### config.mk
export PLATFORM = sky130hd
export DESIGN_NAME = zpkc_tap_cell
export DESIGN_NICKNAME = d
export VERILOG_FILES = /design/src/design/zpkc_pkg.sv /design/src/design/zpkc_tap_cell.sv
export SDC_FILE = /design/constraint.sdc
export NUM_CORES = 1
export LEC_CHECK = 0
export BUFFER_PORTS_ARGS = -buffer_cell sky130_fd_sc_hd__buf_4
export CELL_PAD_IN_SITES_DETAIL_PLACEMENT = 0
export CELL_PAD_IN_SITES_GLOBAL_PLACEMENT = 1
export CORE_ASPECT_RATIO = 1.4
export CORE_MARGIN = 5
export CORE_UTILIZATION = 48
export CTS_CLUSTER_DIAMETER = 120
export DETAILED_ROUTE_END_ITERATION = 6
export MAX_ROUTING_LAYER = met4
export PLACE_DENSITY_LB_ADDON = 0.1
export SYNTH_ARGS = -nofsm -noshare
export SYNTH_HDL_FRONTEND = slang
export SYNTH_SLANG_ARGS = --single-unit
### constraint.sdc
create_clock -name i_clk -period 7.2 [get_ports i_clk]
set_input_delay 0.36 -clock i_clk [delete_from_list [all_inputs] [get_ports i_clk]]
set_output_delay 0.36 -clock i_clk [all_outputs]
set_load 0.1 [all_outputs]
### src/design/zpkc_pkg.sv
package zpkc_pkg;

    // Pixel and coefficient formats
    localparam int PIX_W      = 8;
    localparam int COEF_W     = 16;
    localparam int FRAC_W     = 8;
    localparam int TAPS       = 3;

    // Configuration port
    localparam int CFG_IDX_W   = 3;
    localparam int CFG_DATA_W  = TAPS * COEF_W;
    localparam int WIDTH_CFG_W = 11;
    localparam int HEIGHT_W    = 16;
    localparam int ROW_W       = HEIGHT_W + 1;

    // Datapath widths
    localparam int LINE_W     = 2 * PIX_W;
    localparam int TAP_W      = PIX_W + COEF_W + 1 - FRAC_W;
    localparam int ROW_SUM_W  = TAP_W + 2;
    localparam int SUM_W      = ROW_SUM_W + 2;
    localparam int MAG_W      = 19;
    localparam int NORM_SUM_W = COEF_W + 4;
    localparam int DIV_STEPS  = MAG_W;

    // Reset values of the registers
    localparam logic [WIDTH_CFG_W-1:0] RST_WIDTH         = 11'd640;
    localparam logic [HEIGHT_W-1:0]    RST_HEIGHT        = 16'd480;
    localparam logic [CFG_DATA_W-1:0]  RST_KERNEL_TOP    = '0;
    localparam logic [CFG_DATA_W-1:0]  RST_KERNEL_MIDDLE = 48'd256;
    localparam logic [CFG_DATA_W-1:0]  RST_KERNEL_BOTTOM = '0;

    // 1.0 in Q8.8 at the width of the coefficient sum
    localparam logic signed [NORM_SUM_W-1:0] NORM_ONE = 20'sd256;

    typedef enum logic [CFG_IDX_W-1:0] {
        CFG_IMAGE_WIDTH   = 3'd0,
        CFG_IMAGE_HEIGHT  = 3'd1,
        CFG_KERNEL_TOP    = 3'd2,
        CFG_KERNEL_MIDDLE = 3'd3,
        CFG_KERNEL_BOTTOM = 3'd4
    } t_cfg_idx;

    // Control that travels with a result through the pipeline
    typedef struct packed {
        logic vld;
        logic last;
    } t_tag;

    // Partial remainder and dividend/quotient shift word of the divider
    typedef struct packed {
        logic [MAG_W-1:0] rem;
        logic [MAG_W-1:0] dq;
    } t_div_word;

endpackage

### src/design/zpkc_tap_cell.sv
module zpkc_tap_cell
    import zpkc_pkg::*;
(
    input  logic                     i_clk,
    input  logic                     i_rst_n,
    input  logic                     i_shift,
    input  logic [PIX_W-1:0]         i_pix,
    input  logic                     i_calc,
    input  logic                     i_use,
    input  logic signed [COEF_W-1:0] i_coef,
    output logic [PIX_W-1:0]         o_pix,
    output logic signed [TAP_W-1:0]  o_tap
);

    logic [PIX_W-1:0]                r_pix;
    logic signed [TAP_W-1:0]         r_tap;
    logic signed [PIX_W+COEF_W:0]    w_prod;
    logic signed [PIX_W+COEF_W:0]    w_adj;

    // Window pixel: take the neighbor's value on every transfer
    always_ff @(posedge i_clk) begin
        if (!i_rst_n) begin
            r_pix <= '0;
        end else if (i_shift) begin
            r_pix <= i_pix;
        end
    end

    // Tap product, truncated toward zero to an integer
    assign w_prod = $signed({1'b0, r_pix}) * i_coef;
    assign w_adj  = w_prod + $signed({{(PIX_W + COEF_W + 1 - FRAC_W){1'b0}},
                                      {FRAC_W{w_prod[PIX_W+COEF_W]}}});

    // Register the product; drop taps that fall outside the frame
    always_ff @(posedge i_clk) begin
        if (i_calc) begin
            r_tap <= i_use ? w_adj[PIX_W+COEF_W:FRAC_W] : '0;
        end
    end

    assign o_pix = r_pix;
    assign o_tap = r_tap;

endmodule

==> impl_metrics.env, run 1 <==
export IMPL_overflow=0
export IMPL_endpoint_kind="flop"
export IMPL_grt_max_degree=19
export IMPL_hold_viol_final=0
export IMPL_yosysSeqAreaShare=0.110
export IMPL_busiest_layer="met2"
export IMPL_final_common_cell="inv_1"
export IMPL_slowest_delay_ns=0.61
export IMPL_drive_above_1_share=0.104
export IMPL_final_core_util=0.541
export IMPL_drtIter0Drc=207
export IMPL_dieArea_sq_um=15100
export IMPL_synth_edf_count=17
export IMPL_clock_sinks=25
export IMPL_leakagePower_nw=3.50
export IMPL_numPortBuffers=53
export IMPL_ys_flop_type="edfxtp_1"
export IMPL_setup_viol=0
export IMPL_rows=48
export IMPL_tns_ns=0
export IMPL_syn2layout_area_growth_pct=9.91
export IMPL_fmax_mhz=148
export IMPL_syn_nets=872
export IMPL_fp_dieH_um=143
export IMPL_ys_types=55
export IMPL_num_vias=4729
export IMPL_cts_tree="done"
export IMPL_hpwl_um=11700
export IMPL_core_sq_um=12400
export IMPL_path_clk_slew_ns=0.07
export IMPL_crit_arrival_ns=6.90
export IMPL_cts_hold_buf=0
export IMPL_cpMostUsedCell="fa_1"
export IMPL_gr_usage_met2=0.371
export IMPL_cts_setup_buffers=0
export IMPL_ff_latch_area_sq_um=678
export IMPL_syn_avg_cell_area_sq_um=8.82
export IMPL_start_util=0.492
export IMPL_hp_class="in -> reg"
export IMPL_critPathKind="reg -> reg"
export IMPL_netlist_area_sq_um=6090
export IMPL_ctsResizeCount=0
export IMPL_period_needed_ns=6.78
export IMPL_crit_family="adder cells"
export IMPL_io_pins=54
export IMPL_routabilityCongestion=0.882
export IMPL_clk_path_buf_depth=2
export IMPL_syn_inst=690
export IMPL_avgRoutedWirePerCell_um=15.6
export IMPL_rsz0062_at_grt="false"
export IMPL_finalNetCount=912
export IMPL_grt_pass1_vias=5212
export IMPL_slowest_stage="dfxtp_2"
export IMPL_async_reset_ff_frac=0
export IMPL_grtUsageMet3=0.0154
export IMPL_cts_buffers=3
export IMPL_cp_max_fo=18
export IMPL_drtPass1Iterations=4
export IMPL_gr_usage_met1=0.235
export IMPL_viasPerCell=5.38
export IMPL_cellPowerDensity_nw_per_um2=209
export IMPL_maxSlewViolCount=0
export IMPL_ant_nets=0
export IMPL_start_kind="flop"
export IMPL_antenna_found_initial=0
export IMPL_ir_worst_vdd_uv=121
export IMPL_die_x_um=105
export IMPL_status="complete, no violations"
export IMPL_final_cell_mix="154 x inv_1, 102 x fa_1, 80 x nand2_1"
export IMPL_diodes=0
export IMPL_nFillCells=1183
export IMPL_required_ns=7.32
export IMPL_track_usage=0.202
export IMPL_maxCapViolCount=0
export IMPL_path_buf_inv=3
export IMPL_finalClockSkew_ns=0.00545
export IMPL_grt_pass1_wl_um=24600
export IMPL_synth_seq_cells=25
export IMPL_yosys_warnings=0
export IMPL_crit_chain="nand2_1 -> fa_1 -> inv_1 -> fa_1 -> fa_1 -> inv_1 -> fa_1 -> inv_1 -> ha_1 -> a21o_1 -> a31o_1 -> a221oi_2 -> a211oi_2 -> nand3b_1 -> and2_1 -> ha_1 -> a211o_1 -> a32oi_4 -> or4_4 -> or4_1 -> a21oi_1"
export IMPL_fin_crit_sh=0.942
export IMPL_slew_headroom=0.457
export IMPL_drc_errors=0
export IMPL_clk_latency_ns=0.27
export IMPL_tightest_slew_ns=0.793
export IMPL_routed_wirelength_um=13700
export IMPL_cts_max_level=1
export IMPL_clockRootBuffer="clkbuf_16"
export IMPL_multi_input_area_sq_um=4760
logic make-up (layout without fill, tap and decap cells):
kind of cell	count (synthesis)	count (layout)	share of synthesized area
compound gates	62	62	0.0771
xor+xnor	28	28	0.0403
fa+ha+maj	153	153	0.440
buf+inv	173	212	0.108
flops	25	25	0.110
mux	13	13	0.0216
simple gates	236	236	0.202
layout make-up:
cell class,instances,area share
Multi-Input combinational cell,492,0.711
Clock inverter,1,0.00112
Tap cell,150,0.0281
Timing Repair Buffer,54,0.0606
Sequential cell,25,0.101
Clock buffer,3,0.0112
Inverter,154,0.0864
path summary, 6_finish.rpt:
check                           depth (start not counted)                       to             startpoint  slack [ns]
worst max-delay path                                   21  o_tap[15]$_SDFFCE_PN0P_  o_pix[1]$_SDFFE_PN0P_        0.42
worst min-delay path                                    3    o_pix[1]$_SDFFE_PN0P_               i_pix[1]        0.35
worst max register to register                         21  o_tap[15]$_SDFFCE_PN0P_  o_pix[1]$_SDFFE_PN0P_        0.42
worst min register to register                          2    o_pix[0]$_SDFFE_PN0P_  o_pix[0]$_SDFFE_PN0P_        0.71
cell usage after synthesis, drive strengths merged (8+ instances only):
library cell	count	area, sq um
fa	102	2040
a21oi	17	85.1
edfxtp	17	510
nor2	20	75.1
nand3	10	50.1
and2	71	444
xnor2	18	158
nand2	80	300
ha	51	638
nor2b	9	56.3
mux2i	12	120
dfxtp	8	160
xor2	10	87.6
o21ai	8	40.0
inv	154	578
clkbuf	16	60.1
a21o	9	67.6
nor3	11	55.1
metal layers:
layer,routed length [um],part of all wire,up-vias
li1,-,-,2234
met1,5480,0.40,2366
met2,7500,0.55,100
met3,407,0.030,29
met4,314,0.023,0
met5,0,0,-
flip-flops by register name (all words and copies together) (netlist names):
register,flops
o_tap,17
o_pix,8
stage by stage:
step	hold WS (ns)	cell area (sq um)	std cells	worst slack, ns	total power, mW
global route	0.362	6690	879	0.0841	1.54
global placement	0.616	6600	875	0.416	1.27
finish	0.351	6690	879	0.421	1.40
CTS	0.349	6690	879	0.268	1.42
detailed placement	0.632	6600	875	0.306	1.28
floorplan	0.472	6090	690	0.196	1.06
report_power, final:
group	leakage (nW)	internal, mW	switching [mW]
Sequential	0.241	0.194	0.0218
Clock	0.0371	0.0756	0.0528
Combinational	3.22	0.362	0.696
worst min-delay path: cells and delay by family:
| kind | cells | cell delay [ns] |
|---|---|---|
| mux | 1 | 0.05 |
| buf+inv | 1 | 0.08 |
| simple gates | 1 | 0.10 |
Note: power is estimated with default switching activity, not from simulation.
==> inputs of run 2 (changes only) <==
--- a/config.mk
+++ b/config.mk
@@ -14,7 +14,7 @@
 export CTS_CLUSTER_DIAMETER = 120
 export DETAILED_ROUTE_END_ITERATION = 6
 export MAX_ROUTING_LAYER = met4
-export PLACE_DENSITY_LB_ADDON = 0.1
+export PLACE_DENSITY = 0.89
 export SYNTH_ARGS = -nofsm -noshare
 export SYNTH_HDL_FRONTEND = slang
 export SYNTH_SLANG_ARGS = --single-unit
==> constraint.sdc (replaced) <==
create_clock -name i_clk -period 7.46 [get_ports i_clk]
set_input_delay 0.373 -clock i_clk [delete_from_list [all_inputs] [get_ports i_clk]]
set_output_delay 0.373 -clock i_clk [all_outputs]
set_load 0.1 [all_outputs]
==> run 2 against run 1 <==
Worst hold slack improved by 0.010 ns. Global-route usage decreased by 0.58 points. Clock power about the same. Largest power group unchanged. First-iteration DRC count increased by 0.97%. Register-to-register slack improved by 0.098 ns. Sequential share of layout area decreased by 0.11 points. Highest routed layer unchanged. Combinational power about the same. Routed wire length increased by 0.42%. Non-clock buffer count increased by 1. Sequential cell count unchanged. Die area unchanged. Total power decreased by 2.6%.
==> impl_metrics.env, run 2 (same netlist as run 1, synthesis figures left out) <==
export IMPL_routabilityCongestion=0.849
export IMPL_drtIter0Drc=209
export IMPL_final_cells=880
export IMPL_finalNetCount=913
export IMPL_dieArea_sq_um=15100
export IMPL_swShare=0.551
export IMPL_crit_arrival_ns=7.06
export IMPL_switchingPower_mw=0.752
export IMPL_required_ns=7.58
export IMPL_ant_nets=0
export IMPL_clk_latency_ns=0.27
export IMPL_cellPowerDensity_nw_per_um2=204
export IMPL_slew_headroom=0.326
export IMPL_die_x_um=105
export IMPL_antenna_found_initial=0
export IMPL_path_clk_slew_ns=0.07
export IMPL_fp_dieH_um=143
export IMPL_drtPass1Iterations=6
export IMPL_cts_max_level=1
export IMPL_endpoint_kind="flop"
export IMPL_overflow=0
export IMPL_clockRootBuffer="clkbuf_16"
export IMPL_grt_max_degree=19
export IMPL_p_comb_frac=0.757
export IMPL_routed_wirelength_um=13800
export IMPL_rows=48
export IMPL_drc_errors=0
export IMPL_rsz0062_at_grt="false"
export IMPL_final_cell_mix="154 x inv_1, 102 x fa_1, 80 x nand2_1"
export IMPL_cts_setup_buffers=0
export IMPL_syn2layout_area_growth_pct=9.91
export IMPL_grt_pass1_wl_um=23600
export IMPL_io_pins=54
export IMPL_cp_max_fo=18
export IMPL_pwr_share_clk=0.092
export IMPL_fin_crit_sh=0.930
export IMPL_num_vias=4764
export IMPL_leakagePower_nw=3.50
export IMPL_core_sq_um=12400
export IMPL_track_usage=0.196
export IMPL_slowest_stage="dfxtp_1"
export IMPL_viasPerCell=5.41
export IMPL_crit_chain="nand2_1 -> fa_1 -> inv_1 -> fa_1 -> fa_1 -> inv_1 -> fa_1 -> inv_1 -> ha_1 -> nand3_1 -> or3_4 -> a211oi_2 -> nand3b_1 -> and2_1 -> ha_1 -> a211o_1 -> a32oi_4 -> or4_4 -> or4_1 -> a21oi_1"
export IMPL_clk_path_buf_depth=2
export IMPL_place_ws_ns=0.521
export IMPL_cts_tree="done"
export IMPL_diodes=0
export IMPL_maxSlewViolCount=0
export IMPL_cts_hold_buf=0
export IMPL_start_util=0.492
export IMPL_final_common_cell="inv_1"
export IMPL_ctsResizeCount=0
export IMPL_cts_buffers=3
export IMPL_status="complete, no violations"
export IMPL_hp_class="in -> reg"
export IMPL_maxCapViolCount=0
export IMPL_final_core_util=0.541
export IMPL_setup_viol=0
export IMPL_intPower_mw=0.612
export IMPL_worst_slack_ns=0.519
export IMPL_largest_reg_flops=17
export IMPL_fmax_mhz=144
export IMPL_place_inst=876
export IMPL_period_needed_ns=6.94
export IMPL_numPortBuffers=53
export IMPL_avgRoutedWirePerCell_um=15.6
export IMPL_grt_pass1_vias=5199
export IMPL_hpwl_um=11800
export IMPL_finalClockSkew_ns=0.00509
export IMPL_tns_ns=0
export IMPL_drive_above_1_share=0.0973
export IMPL_ir_worst_vdd_uv=142
export IMPL_critPathKind="reg -> reg"
export IMPL_slowest_delay_ns=0.79
export IMPL_cpMostUsedCell="fa_1"
export IMPL_pwr_share_seq=0.151
export IMPL_clock_sinks=25
export IMPL_tightest_slew_ns=0.985
export IMPL_start_kind="flop"
export IMPL_hold_viol_final=0
export IMPL_fin_hold_ws_ns=0.361
## run 2: cell types whose count changed in the layout (fill, tap and decap cells not counted)
| cell | delta |
|---|---|
| dfxtp_2 | -6 |
| buf_4 | +1 |
| dfxtp_1 | +6 |
## run 2: worst paths after layout
path | from | end | slack (ns) | cells past startpoint
setup reg to reg | o_pix[1]$_SDFFE_PN0P_ | o_tap[15]$_SDFFCE_PN0P_ | 0.52 | 20
hold reg to reg | o_pix[7]$_SDFFE_PN0P_ | o_pix[7]$_SDFFE_PN0P_ | 0.81 | 2
hold / removal | i_pix[3] | o_pix[3]$_SDFFE_PN0P_ | 0.36 | 3
setup / recovery | o_pix[1]$_SDFFE_PN0P_ | o_tap[15]$_SDFFCE_PN0P_ | 0.52 | 20
## run 2: stage by stage
stage | cell area [sq um] | power (mW)
floorplan | 6090 | 1.02
global placement | 6610 | 1.22
detailed placement | 6610 | 1.25
CTS | 6690 | 1.38
global route | 6690 | 1.49
finish | 6690 | 1.36
## run 2: layout make-up
type / count / area (sq um)
Clock buffer: 3 / 75.1
Clock inverter: 1 / 7.51
Fill cell: 1158 / 5680
Inverter: 154 / 578
Multi-Input combinational cell: 492 / 4760
Sequential cell: 25 / 671
Tap cell: 150 / 188
Timing Repair Buffer: 55 / 413
## run 2: power groups by stage
| stage | Combinational [mW] | Sequential (mW) | Clock, mW |
|---|---|---|---|
| finish | 1.03 | 0.206 | 0.126 |
| global route | 1.14 | 0.209 | 0.135 |
| floorplan | 0.629 | 0.390 | 0 |
| detailed placement | 1.04 | 0.209 | 0 |
| global placement | 1.01 | 0.208 | 0 |
| CTS | 1.04 | 0.206 | 0.130 |
## run 2: critical path: cells and delay by family, from the launching register on
family	cells	cell delay [ns]
buf+inv	3	0.16
fa+ha+maj	6	2.71
flops	1	0.79
simple gates	7	2.36
compound gates	4	0.73
## run 2: layer usage
| metal | GRT usage | up-vias | part of all wire |
|---|---|---|---|
| met3 | 0.0131 | 27 | 0.022 |
| met1 | 0.200 | 2421 | 0.37 |
| met2 | 0.391 | 81 | 0.58 |
| met4 | 0.0673 | 0 | 0.030 |
| li1 | - | 2235 | - |
| met5 | - | - | 0 |
