===== config.mk =====
export PLATFORM = sky130hd
export DESIGN_NAME = zpkc_div_cell
export DESIGN_NICKNAME = d
export VERILOG_FILES = /design/src/design/zpkc_pkg.sv /design/src/design/zpkc_div_cell.sv
export SDC_FILE = /design/constraint.sdc
export NUM_CORES = 1
export LEC_CHECK = 0
export ABC_AREA = 0
export BUFFER_PORTS_ARGS = -buffer_cell sky130_fd_sc_hd__buf_2
export CORE_MARGIN = 2
export CORE_UTILIZATION = 52
export DETAILED_ROUTE_END_ITERATION = 8
export GPL_ROUTABILITY_DRIVEN = 0
export PLACE_DENSITY = 0.86
export SLEW_MARGIN = 40
export SYNTH_ARGS = -nofsm -noshare
export SYNTH_HDL_FRONTEND = slang
export SYNTH_SLANG_ARGS = --single-unit

===== constraint.sdc =====
create_clock -name i_clk -period 5.1 [get_ports i_clk]
set_input_delay 1.275 -clock i_clk [delete_from_list [all_inputs] [get_ports i_clk]]
set_output_delay 1.275 -clock i_clk [all_outputs]
set_load 0.01 [all_outputs]

===== src/design/zpkc_pkg.sv =====
package zpkc_pkg;

    // Pixel and coefficient formats
    localparam int PIX_W      = 8;
    localparam int COEF_W     = 16;
    localparam int FRAC_W     = 8;
    localparam int TAPS       = 3;

    // Configuration port
    localparam int CFG_IDX_W   = 3;
    localparam int CFG_DATA_W  = TAPS * COEF_W;
    localparam int WIDTH_CFG_W = 11;
    localparam int HEIGHT_W    = 16;
    localparam int ROW_W       = HEIGHT_W + 1;

    // Datapath widths
    localparam int LINE_W     = 2 * PIX_W;
    localparam int TAP_W      = PIX_W + COEF_W + 1 - FRAC_W;
    localparam int ROW_SUM_W  = TAP_W + 2;
    localparam int SUM_W      = ROW_SUM_W + 2;
    localparam int MAG_W      = 19;
    localparam int NORM_SUM_W = COEF_W + 4;
    localparam int DIV_STEPS  = MAG_W;

    // Reset values of the registers
    localparam logic [WIDTH_CFG_W-1:0] RST_WIDTH         = 11'd640;
    localparam logic [HEIGHT_W-1:0]    RST_HEIGHT        = 16'd480;
    localparam logic [CFG_DATA_W-1:0]  RST_KERNEL_TOP    = '0;
    localparam logic [CFG_DATA_W-1:0]  RST_KERNEL_MIDDLE = 48'd256;
    localparam logic [CFG_DATA_W-1:0]  RST_KERNEL_BOTTOM = '0;

    // 1.0 in Q8.8 at the width of the coefficient sum
    localparam logic signed [NORM_SUM_W-1:0] NORM_ONE = 20'sd256;

    typedef enum logic [CFG_IDX_W-1:0] {
        CFG_IMAGE_WIDTH   = 3'd0,
        CFG_IMAGE_HEIGHT  = 3'd1,
        CFG_KERNEL_TOP    = 3'd2,
        CFG_KERNEL_MIDDLE = 3'd3,
        CFG_KERNEL_BOTTOM = 3'd4
    } t_cfg_idx;

    // Control that travels with a result through the pipeline
    typedef struct packed {
        logic vld;
        logic last;
    } t_tag;

    // Partial remainder and dividend/quotient shift word of the divider
    typedef struct packed {
        logic [MAG_W-1:0] rem;
        logic [MAG_W-1:0] dq;
    } t_div_word;

endpackage


===== src/design/zpkc_div_cell.sv =====
module zpkc_div_cell
    import zpkc_pkg::*;
(
    input  logic             i_clk,
    input  logic             i_rst_n,
    input  logic             i_en,
    input  t_tag             i_tag,
    input  t_div_word        i_word,
    input  logic [MAG_W-1:0] i_div,
    output t_tag             o_tag,
    output t_div_word        o_word
);

    t_tag             r_tag;
    t_div_word        r_word;
    logic [MAG_W:0]   w_sh;
    logic [MAG_W:0]   w_diff;
    logic             w_ge;

    // One restoring step: bring in the next dividend bit, try the subtract
    assign w_sh   = {i_word.rem, i_word.dq[MAG_W-1]};
    assign w_diff = w_sh - {1'b0, i_div};
    assign w_ge   = w_sh >= {1'b0, i_div};

    always_ff @(posedge i_clk) begin
        if (!i_rst_n) begin
            r_tag <= '0;
        end else if (i_en) begin
            r_tag <= i_tag;
        end
    end

    always_ff @(posedge i_clk) begin
        if (i_en) begin
            r_word.rem <= w_ge ? w_diff[MAG_W-1:0] : w_sh[MAG_W-1:0];
            r_word.dq  <= {i_word.dq[MAG_W-2:0], w_ge};
        end
    end

    assign o_tag  = r_tag;
    assign o_word = r_word;

endmodule


==> flow_summary.ini, run 1 <==
[status]
outcome = complete, no violations

[logic_synthesis]
syn_inst = 233
avgSynthCellArea_um2 = 10.6
syn_nets = 315
ys_ff_latch = 40
ys_warn_count = 0
yosysSeqAreaShare = 0.479
ys_types = 46
synthesis.area_um2 = 2470

[timing]
fmax_mhz = 287
tns_ns = 0
setup_violations = 0
fin_skew_ns = 0
hold_ws_ns = 0.533
tightestPinTransition_ns = 0.505
slew_headroom = 0.663
finalCriticalPeriod_ns = 3.48
hold_viol = 0
fin_crit_sh = 0.683
drv_slew = 0
rsz0062_at_grt = no

[layout]
syn_to_final_growth_pct = 25.8
n_antenna_cell = 0
nFillCells = 378
instances_no_fill = 386
drive_gt1_frac = 0.373
layout.nets = 413

[worst_setup_path]
r2r_start = o_tag[0]$_SDFFE_PN0P_
critical_path_class = in2reg
crit_arrival_ns = 3.54
critPathMaxFanout = 34
slowest_stage = fa_1
critical-path-top-delay-family = compound AO/OA/AOI/OAI gates
cp_data_required_time_ns = 5.15
crit_chain = buf_2 > inv_1 > ha_1 > fa_1 > and2b_1 > o2111ai_2 > a21oi_2 > o21bai_2 > a31o_4 > inv_4 > mux2_2
crit_start = i_word[18]
critPathMaxStageDelay_ns = 0.40
crit_buf_inv = 3
cp-start-kind = input pin
end_kind = register

[floorplan]
die_area_um2 = 5310
ioPinCount = 102
die_w_um = 72.9
core_um2 = 4660
start_util = 0.529
die_y_um = 72.9
row_count = 25

[detailed_routing]
num_vias = 2038
drt_iter0_drc = 99
drc = 0
met1_length_um = 2150
routed_wirelength_um = 5110
ant_nets = 0
top_layer_used = met4
first_pass_iters = 4
wl_per_cell_um = 13.2
met2RoutedLength_um = 2440
route.met3.wl_um = 397
vias_per_cell = 5.28

[global_routing]
grt_pass1_wl_um = 8160
grt_overflow_total = 0
antenna_found_initial = 0
gr-usage-all-layers = 0.198
grt_pass1_vias = 1949
grt_max_degree = 41

[clock_network]
cts_tree = built
htree_levels = 2
cts_buffers = 5
post_cts_buffers = 0
clk_latency_ns = 0.29
cts_resized = 0
numClockSinks = 40
clkTransAtPathRegs_ns = 0.08
holdBufCountCts = 0
cts_root_buffer = clkbuf_8
clock_path_buffers = 2

[power]
powerDensity_nw_per_um2 = 305
p_leak_nw = 1.46
ir_drop_uv = 160
finalPower_uw = 948

[worst_hold_path]
hold_start = o_tag[1]$_SDFFE_PN0P_
hold_class = reg2reg

[place]
dp.cells = 378
dp_hpwl_um = 4110
io_buffers = 101

[job]
cap_violations = 0
[synthesized netlist by cell type (all sizes together)]
master,number,area (um2)
a21o,7,52.6
a21oi,14,92.6
a311oi,1,8.76
a31o,1,17.5
a31oi,2,12.5
a41oi,1,8.76
and2,1,6.26
and2b,1,7.51
buf,8,46.3
clkbuf,2,8.75
dfxtp,2,40.0
edfxtp,38,1140
fa,1,20.0
ha,19,238
inv,22,85.1
mux2,3,37.5
mux2i,2,20.0
nand2,35,131
nand2b,2,12.5
nand3,4,20.0
nand4,5,31.3
nor2,7,26.3
nor2b,3,18.8
nor3,1,5.00
nor3b,2,15.0
nor4,1,6.26
o2111ai,2,23.8
o21a,2,15.0
o21ai,22,118
o21bai,2,18.8
o221a,1,11.3
o2bb2ai,1,8.76
o31ai,2,15.0
o41ai,1,16.3
xnor2,10,87.6
xor2,5,43.8
[cells in the final DEF (no fill, tap or decap), types with 3 or more instances in the layout]
cell type / n
a21o_1: 7
a21oi_1: 10
a21oi_2: 3
buf_2: 100
clkbuf_8: 5
edfxtp_1: 38
ha_1: 19
inv_1: 21
nand2_1: 35
nand3_1: 4
nand4_1: 5
nor2_1: 7
nor2b_1: 3
o21ai_0: 15
o21ai_1: 5
xnor2_1: 10
xor2_1: 5
[state kept, by name, indices dropped and copies added, names as in the netlist]
signal,flops
o_word,38
o_tag,2
[worst reg2reg max path, delay by kind of cell (launching register included)]
kind             cells  cell delay [ns]
flip-flops           1             0.32
multiplexers         1             0.14
AND/OR/NAND/NOR      1             0.06
[path summary, 6_finish.rpt]
kind                      endpoint  slack, ns  cells after the start
min reg2reg  o_tag[1]$_SDFFE_PN0P_       0.53                      2
min          o_tag[1]$_SDFFE_PN0P_       0.53                      2
max reg2reg  o_tag[0]$_SDFFE_PN0P_       4.49                      2
max           o_word[26]$_DFFE_PP_       1.62                     11
[power by group]
part / internal, mW / leakage [nW] / switching [mW]
Combinational: 0.116 / 1.02 / 0.149
Clock: 0.147 / 0.0548 / 0.116
Sequential: 0.410 / 0.388 / 0.00878
[final cells by class]
type	instances	area, um2	share of cell area
clock buffers	5	68.8	0.0222
inverters	22	85.1	0.0274
flip-flops and latches	40	1180	0.381
repair buffers	101	508	0.164
clock inverters	3	46.3	0.0149
well taps	54	67.6	0.0218
multi-input cells	161	1150	0.369
[cells by family after synthesis]
kind of cell,share of synthesized area
and+or+nand+nor,0.114
AOI/OAI and AO/OA,0.170
DFF,0.479
buffers and inverters,0.0568
adders and majority gates,0.104
xor gates and xnor gates,0.0532
muxes,0.0233
[stage by stage]
step           setup slack (ns)  cell area [um2]  utilization
3_5_place_dp               1.32             2990        0.641
5_1_grt                    1.51             3100        0.666
6_report                   1.62             3100        0.666
4_1_cts                    1.62             3100        0.665
2_1_floorplan              1.69             2470            -
3_3_place_gp               1.40             2990        0.641
[routing by layer]
layer / up-vias / track usage
met3: 10 / 0.0456
met5: - / 0
met2: 85 / 0.342
met1: 916 / 0.235
met4: 0 / 0.0864
li1: 1027 / -
(Power assumes the default switching activity.)
==> inputs of run 2 (changes only) <==
--- a/config.mk
+++ b/config.mk
@@ -8,10 +8,10 @@
 export ABC_AREA = 0
 export BUFFER_PORTS_ARGS = -buffer_cell sky130_fd_sc_hd__buf_2
 export CORE_MARGIN = 2
-export CORE_UTILIZATION = 52
+export CORE_UTILIZATION = 44
 export DETAILED_ROUTE_END_ITERATION = 8
 export GPL_ROUTABILITY_DRIVEN = 0
-export PLACE_DENSITY = 0.86
+export PLACE_DENSITY = 0.77
 export SLEW_MARGIN = 40
 export SYNTH_ARGS = -nofsm -noshare
 export SYNTH_HDL_FRONTEND = slang
==> constraint.sdc (replaced) <==
create_clock -name i_clk -period 3.2 [get_ports i_clk]
set_input_delay 0.8 -clock i_clk [delete_from_list [all_inputs] [get_ports i_clk]]
set_output_delay 0.8 -clock i_clk [all_outputs]
set_load 0.01 [all_outputs]
==> flow_summary.ini, run 2 (synthesized netlist as in run 1, its figures left out) <==
[detailed_routing]
routed_wirelength_um = 5370
first_pass_iters = 4
vias_per_cell = 5.00
wl_per_cell_um = 13.2
drc = 0
ant_nets = 0
num_vias = 2030
drt_iter0_drc = 100

[layout]
layout.area.seq_um2 = 1180
fin_util = 0.576
layout.nets = 415
largest_reg_flops = 38
syn_to_final_growth_pct = 27.8
multi_input_area_um2 = 1150
layout_commonest_cell = buf_2
drive_gt1_frac = 0.377
n_antenna_cell = 0
instances_no_fill = 406
final_cell_mix = 100 x buf_2, 38 x edfxtp_1, 35 x nand2_1, 21 x inv_1, 19 x ha_1
nFillCells = 487

[worst_hold_path]
hold_end = o_tag[0]$_SDFFE_PN0P_
hold_path_depth = 2
hold_class = reg2reg
hold_start = o_tag[0]$_SDFFE_PN0P_

[floorplan]
row_count = 27
die_y_um = 78.9
die_area_um2 = 6220
die_w_um = 78.9
start_util = 0.451
ioPinCount = 102
core_um2 = 5470

[global_routing]
gr-usage-all-layers = 0.171
grt_overflow_total = 0
grt_pass1_wl_um = 8280
antenna_found_initial = 0
grt_pass1_vias = 1915
grt_max_degree = 41

[power]
power.switching_uw = 447
pwr-share-clk = 0.279
p_leak_nw = 1.48
finalPower_mw = 1.53
p_int_mw = 1.08
switching_share = 0.292
powerDensity_nw_per_um2 = 485
ir_drop_uv = 214
power_frac_comb = 0.285
p_seq_frac = 0.437

[worst_setup_path]
r2r_start = o_tag[1]$_SDFFE_PN0P_
end_kind = register
r2r_cells = 2
critical_path_class = in2reg
crit_chain = buf_2 > inv_1 > ha_1 > fa_1 > and2b_1 > o2111ai_2 > a21oi_2 > o21bai_2 > a31o_4 > inv_4 > mux2_2
critPathMaxStageDelay_ns = 0.39
crit_buf_inv = 3
slowest_stage = fa_1
critical-path-top-delay-family = compound AO/OA/AOI/OAI gates
reg2reg_slack_ns = 2.60
cp_data_required_time_ns = 3.25
critPathMaxFanout = 4
crit_arrival_ns = 2.88
cp-start-kind = input pin
r2r-end = o_tag[1]$_SDFFE_PN0P_
cp_num_cells = 11

[timing]
drv_slew = 0
slew_headroom = 0.653
rsz0062_at_grt = no
fin_skew_ns = 0
fmax_mhz = 353
setup_violations = 0
hold_viol = 0
fin_crit_sh = 0.885
finalCriticalPeriod_ns = 2.83
tns_ns = 0
tightestPinTransition_ns = 0.521

[clock_network]
clock_path_buffers = 2
cts_buffers = 5
numClockSinks = 40
clk_latency_ns = 0.30
post_cts_buffers = 0
cts_tree = built
clkTransAtPathRegs_ns = 0.09
htree_levels = 2
holdBufCountCts = 0
cts_root_buffer = clkbuf_8
cts_resized = 0

[job]
cap_violations = 0

[place]
io_buffers = 101
dp_hpwl_um = 4260
dp.cells = 398

[status]
outcome = complete, no violations
[run 2: power by group through the flow]
stage	logic (mW)	clock network, mW	registers, mW
after floorplan	0.240	0	0.719
after global placement	0.428	0	0.681
after detailed placement	0.437	0	0.681
after CTS	0.439	0.434	0.670
after global routing	0.482	0.455	0.674
final	0.436	0.426	0.668
[run 2: how the worst max path moves through the flow]
stage | from | end | slack, ns
2_1_floorplan | i_word[18] | o_word[26]$_DFFE_PP_ | 0.27
3_3_place_gp | i_word[18] | o_word[26]$_DFFE_PP_ | 0.11
3_5_place_dp | i_word[18] | o_word[26]$_DFFE_PP_ | 0.06
4_1_cts | i_word[18] | o_word[26]$_DFFE_PP_ | 0.37
5_1_grt | i_word[18] | o_word[29]$_DFFE_PP_ | 0.21
6_report | i_word[18] | o_word[26]$_DFFE_PP_ | 0.37
[run 2: tightest hold or removal path, cell delays in order (launching register included)]
cell	delay (ns)
dfxtp_1	0.33
mux2i_1	0.06
nor2b_1	0.09
[run 2: metal layers]
metal,up-vias,track usage,wire (um)
met2,86,0.309,2610
met3,13,0.0330,409
met5,-,0,0
li1,1037,-,-
met4,0,0.0845,155
met1,894,0.193,2200
[run 2: cell type report]
class / count / share of cell area
Sequential cell: 40 / 0.375
Multi-Input combinational cell: 161 / 0.363
Timing Repair Buffer: 103 / 0.170
Tap cell: 72 / 0.0286
Inverter: 22 / 0.0270
Clock buffer: 5 / 0.0218
Clock inverter: 3 / 0.0147
[run 2: through the flow]
| stage | hold slack, ns | setup slack, ns | cell area (um2) |
|---|---|---|---|
| finish | 0.519 | 0.369 | 3150 |
| global route | 0.565 | 0.207 | 3150 |
| CTS | 0.524 | 0.372 | 3150 |
| detailed placement | 0.505 | 0.0574 | 3040 |
| global placement | 0.492 | 0.112 | 3040 |
| floorplan | 0.538 | 0.268 | 2470 |
==> inputs of run 3 (changes only) <==
--- a/config.mk
+++ b/config.mk
@@ -8,10 +8,10 @@
 export ABC_AREA = 0
 export BUFFER_PORTS_ARGS = -buffer_cell sky130_fd_sc_hd__buf_2
 export CORE_MARGIN = 2
-export CORE_UTILIZATION = 44
+export CORE_UTILIZATION = 48
 export DETAILED_ROUTE_END_ITERATION = 8
 export GPL_ROUTABILITY_DRIVEN = 0
-export PLACE_DENSITY = 0.77
+export PLACE_DENSITY = 0.8
 export SLEW_MARGIN = 40
 export SYNTH_ARGS = -nofsm -noshare
 export SYNTH_HDL_FRONTEND = slang
==> constraint.sdc (replaced) <==
create_clock -name i_clk -period 2.7 [get_ports i_clk]
set_input_delay 0.675 -clock i_clk [delete_from_list [all_inputs] [get_ports i_clk]]
set_output_delay 0.675 -clock i_clk [all_outputs]
set_load 0.01 [all_outputs]
==> flow_summary.ini, run 3 (synthesized netlist as in run 1, its figures left out) <==
[timing]
hold_viol = 0
tightestPinTransition_ns = 0.510
drv_slew = 0
fmax_mhz = 384
rsz0062_at_grt = no
fin_crit_sh = 0.965
setup_ws_ns = 0.0950
finalCriticalPeriod_ns = 2.60
setup_violations = 0
fin_skew_ns = 0
slew_headroom = 0.660

[power]
power_frac_comb = 0.311
p_seq_frac = 0.429
powerDensity_nw_per_um2 = 552
ir_drop_uv = 263
p_int_mw = 1.32
switching_share = 0.284
pwr-share-clk = 0.260
power.switching_uw = 524
p_leak_nw = 1.60

[floorplan]
die_area_um2 = 5730
start_util = 0.489
core_um2 = 5040
die_w_um = 75.7
die_y_um = 75.7
row_count = 26
ioPinCount = 102

[worst_setup_path]
cp-start-kind = input pin
cp_num_cells = 11
critical_path_class = in2reg
crit_chain = buf_2 > inv_2 > ha_4 > fa_2 > and2b_1 > o2111ai_2 > a21oi_2 > o21bai_2 > a31o_4 > inv_4 > mux2_4
critical-path-top-delay-family = compound AO/OA/AOI/OAI gates
crit_arrival_ns = 2.65
critPathMaxFanout = 9
r2r_cells = 2
r2r-end = o_tag[1]$_SDFFE_PN0P_
reg2reg_slack_ns = 2.10
cp_data_required_time_ns = 2.74
slowest_stage = fa_2
cp-endpoint = o_word[31]$_DFFE_PP_
crit_start = i_word[18]
r2r_start = o_tag[1]$_SDFFE_PN0P_
end_kind = register
crit_buf_inv = 3
critPathMaxStageDelay_ns = 0.35

[detailed_routing]
drt_iter0_drc = 77
first_pass_iters = 4
ant_nets = 0
wl_per_cell_um = 12.4
vias_per_cell = 4.93
drc = 0
routed_wirelength_um = 5350
num_vias = 2122

[layout]
layout_commonest_cell = buf_2
layout.nets = 441
design_area_um2 = 3350
layout.area.seq_um2 = 1180
drive_gt1_frac = 0.431
multi_input_area_um2 = 1160
fin_util = 0.664
nFillCells = 404
syn_to_final_growth_pct = 35.6
final_cell_mix = 101 x buf_2, 38 x edfxtp_1, 35 x nand2_1, 28 x buf_4, 20 x inv_1
largest_reg_flops = 38
n_antenna_cell = 0

[worst_hold_path]
hold_class = reg2reg

[clock_network]
numClockSinks = 40
htree_levels = 2
cts_tree = built
cts_buffers = 5
cts_root_buffer = clkbuf_8
clkTransAtPathRegs_ns = 0.08
clock_path_buffers = 2
clk_latency_ns = 0.28
holdBufCountCts = 0

[global_routing]
grt_pass1_vias = 1998
gr-usage-all-layers = 0.193
grt_pass1_wl_um = 8430
grt_overflow_total = 0
antenna_found_initial = 0
grt_max_degree = 41

[place]
dp_slack_ns = -0.203
postPlaceCellArea_um2 = 3230
io_buffers = 101
dp_hpwl_um = 4340

[job]
cap_violations = 0

[status]
outcome = complete, no violations
==> run 3: layout make-up <==
type	instances	share of cell area
timing repair buffer	129	0.214
tap	70	0.0262
clock inverter	3	0.0127
multi-input combinational	161	0.348
clock buffer	5	0.0206
inverter	22	0.0254
sequential	40	0.353
==> run 3: how the worst min path moves through the flow <==
stage                                from                     to  slack [ns]  cells past startpoint
finish              o_tag[1]$_SDFFE_PN0P_  o_tag[1]$_SDFFE_PN0P_        0.53                      2
detailed placement  o_tag[0]$_SDFFE_PN0P_  o_tag[0]$_SDFFE_PN0P_        0.51                      2
global placement    o_tag[1]$_SDFFE_PN0P_  o_tag[1]$_SDFFE_PN0P_        0.49                      2
global route                   i_word[10]   o_word[11]$_DFFE_PP_        0.54                      1
floorplan           o_tag[0]$_SDFFE_PN0P_  o_tag[0]$_SDFFE_PN0P_        0.54                      2
CTS                 o_tag[0]$_SDFFE_PN0P_  o_tag[0]$_SDFFE_PN0P_        0.53                      2
==> run 3: repair_timing <==
action / CTS / global route
resized for setup: 0 / 0
endpoints found under the setup margin: 0 / 1
buffers inserted: 0 / 0
==> run 3: power groups by stage <==
stage / registers, mW / logic [mW] / clock network, mW
after floorplan: 0.852 / 0.289 / 0
final: 0.793 / 0.574 / 0.480
after global placement: 0.807 / 0.560 / 0
after CTS: 0.793 / 0.577 / 0.495
after global routing: 0.801 / 0.638 / 0.520
after detailed placement: 0.807 / 0.574 / 0
==> run 3: worst register-to-register path, cell delays in order, from the launching register on <==
cell,delay [ns]
dfxtp_1,0.31
mux2i_1,0.12
nor2b_1,0.06
==> run 3: layer usage <==
metal  share of wire  track usage  wire length, um  vias to the layer above
met4           0.019       0.0838               99                        0
met3           0.051       0.0397              274                        9
met5               0            0                0                        -
met2            0.51        0.339             2710                       73
li1                -            -                -                     1083
met1            0.42        0.228             2260                      957
==> run 3: through the flow <==
step / TNS [ns] / cells / total power, mW / hold slack (ns)
6_report: 0 / 430 / 1.85 / 0.533
5_1_grt: 0 / 430 / 1.96 / 0.541
4_1_cts: 0 / 430 / 1.87 / 0.532
3_5_place_dp: -2.73 / 422 / 1.38 / 0.511
3_3_place_gp: -1.83 / 422 / 1.37 / 0.491
2_1_floorplan: 0 / 233 / 1.14 / 0.538
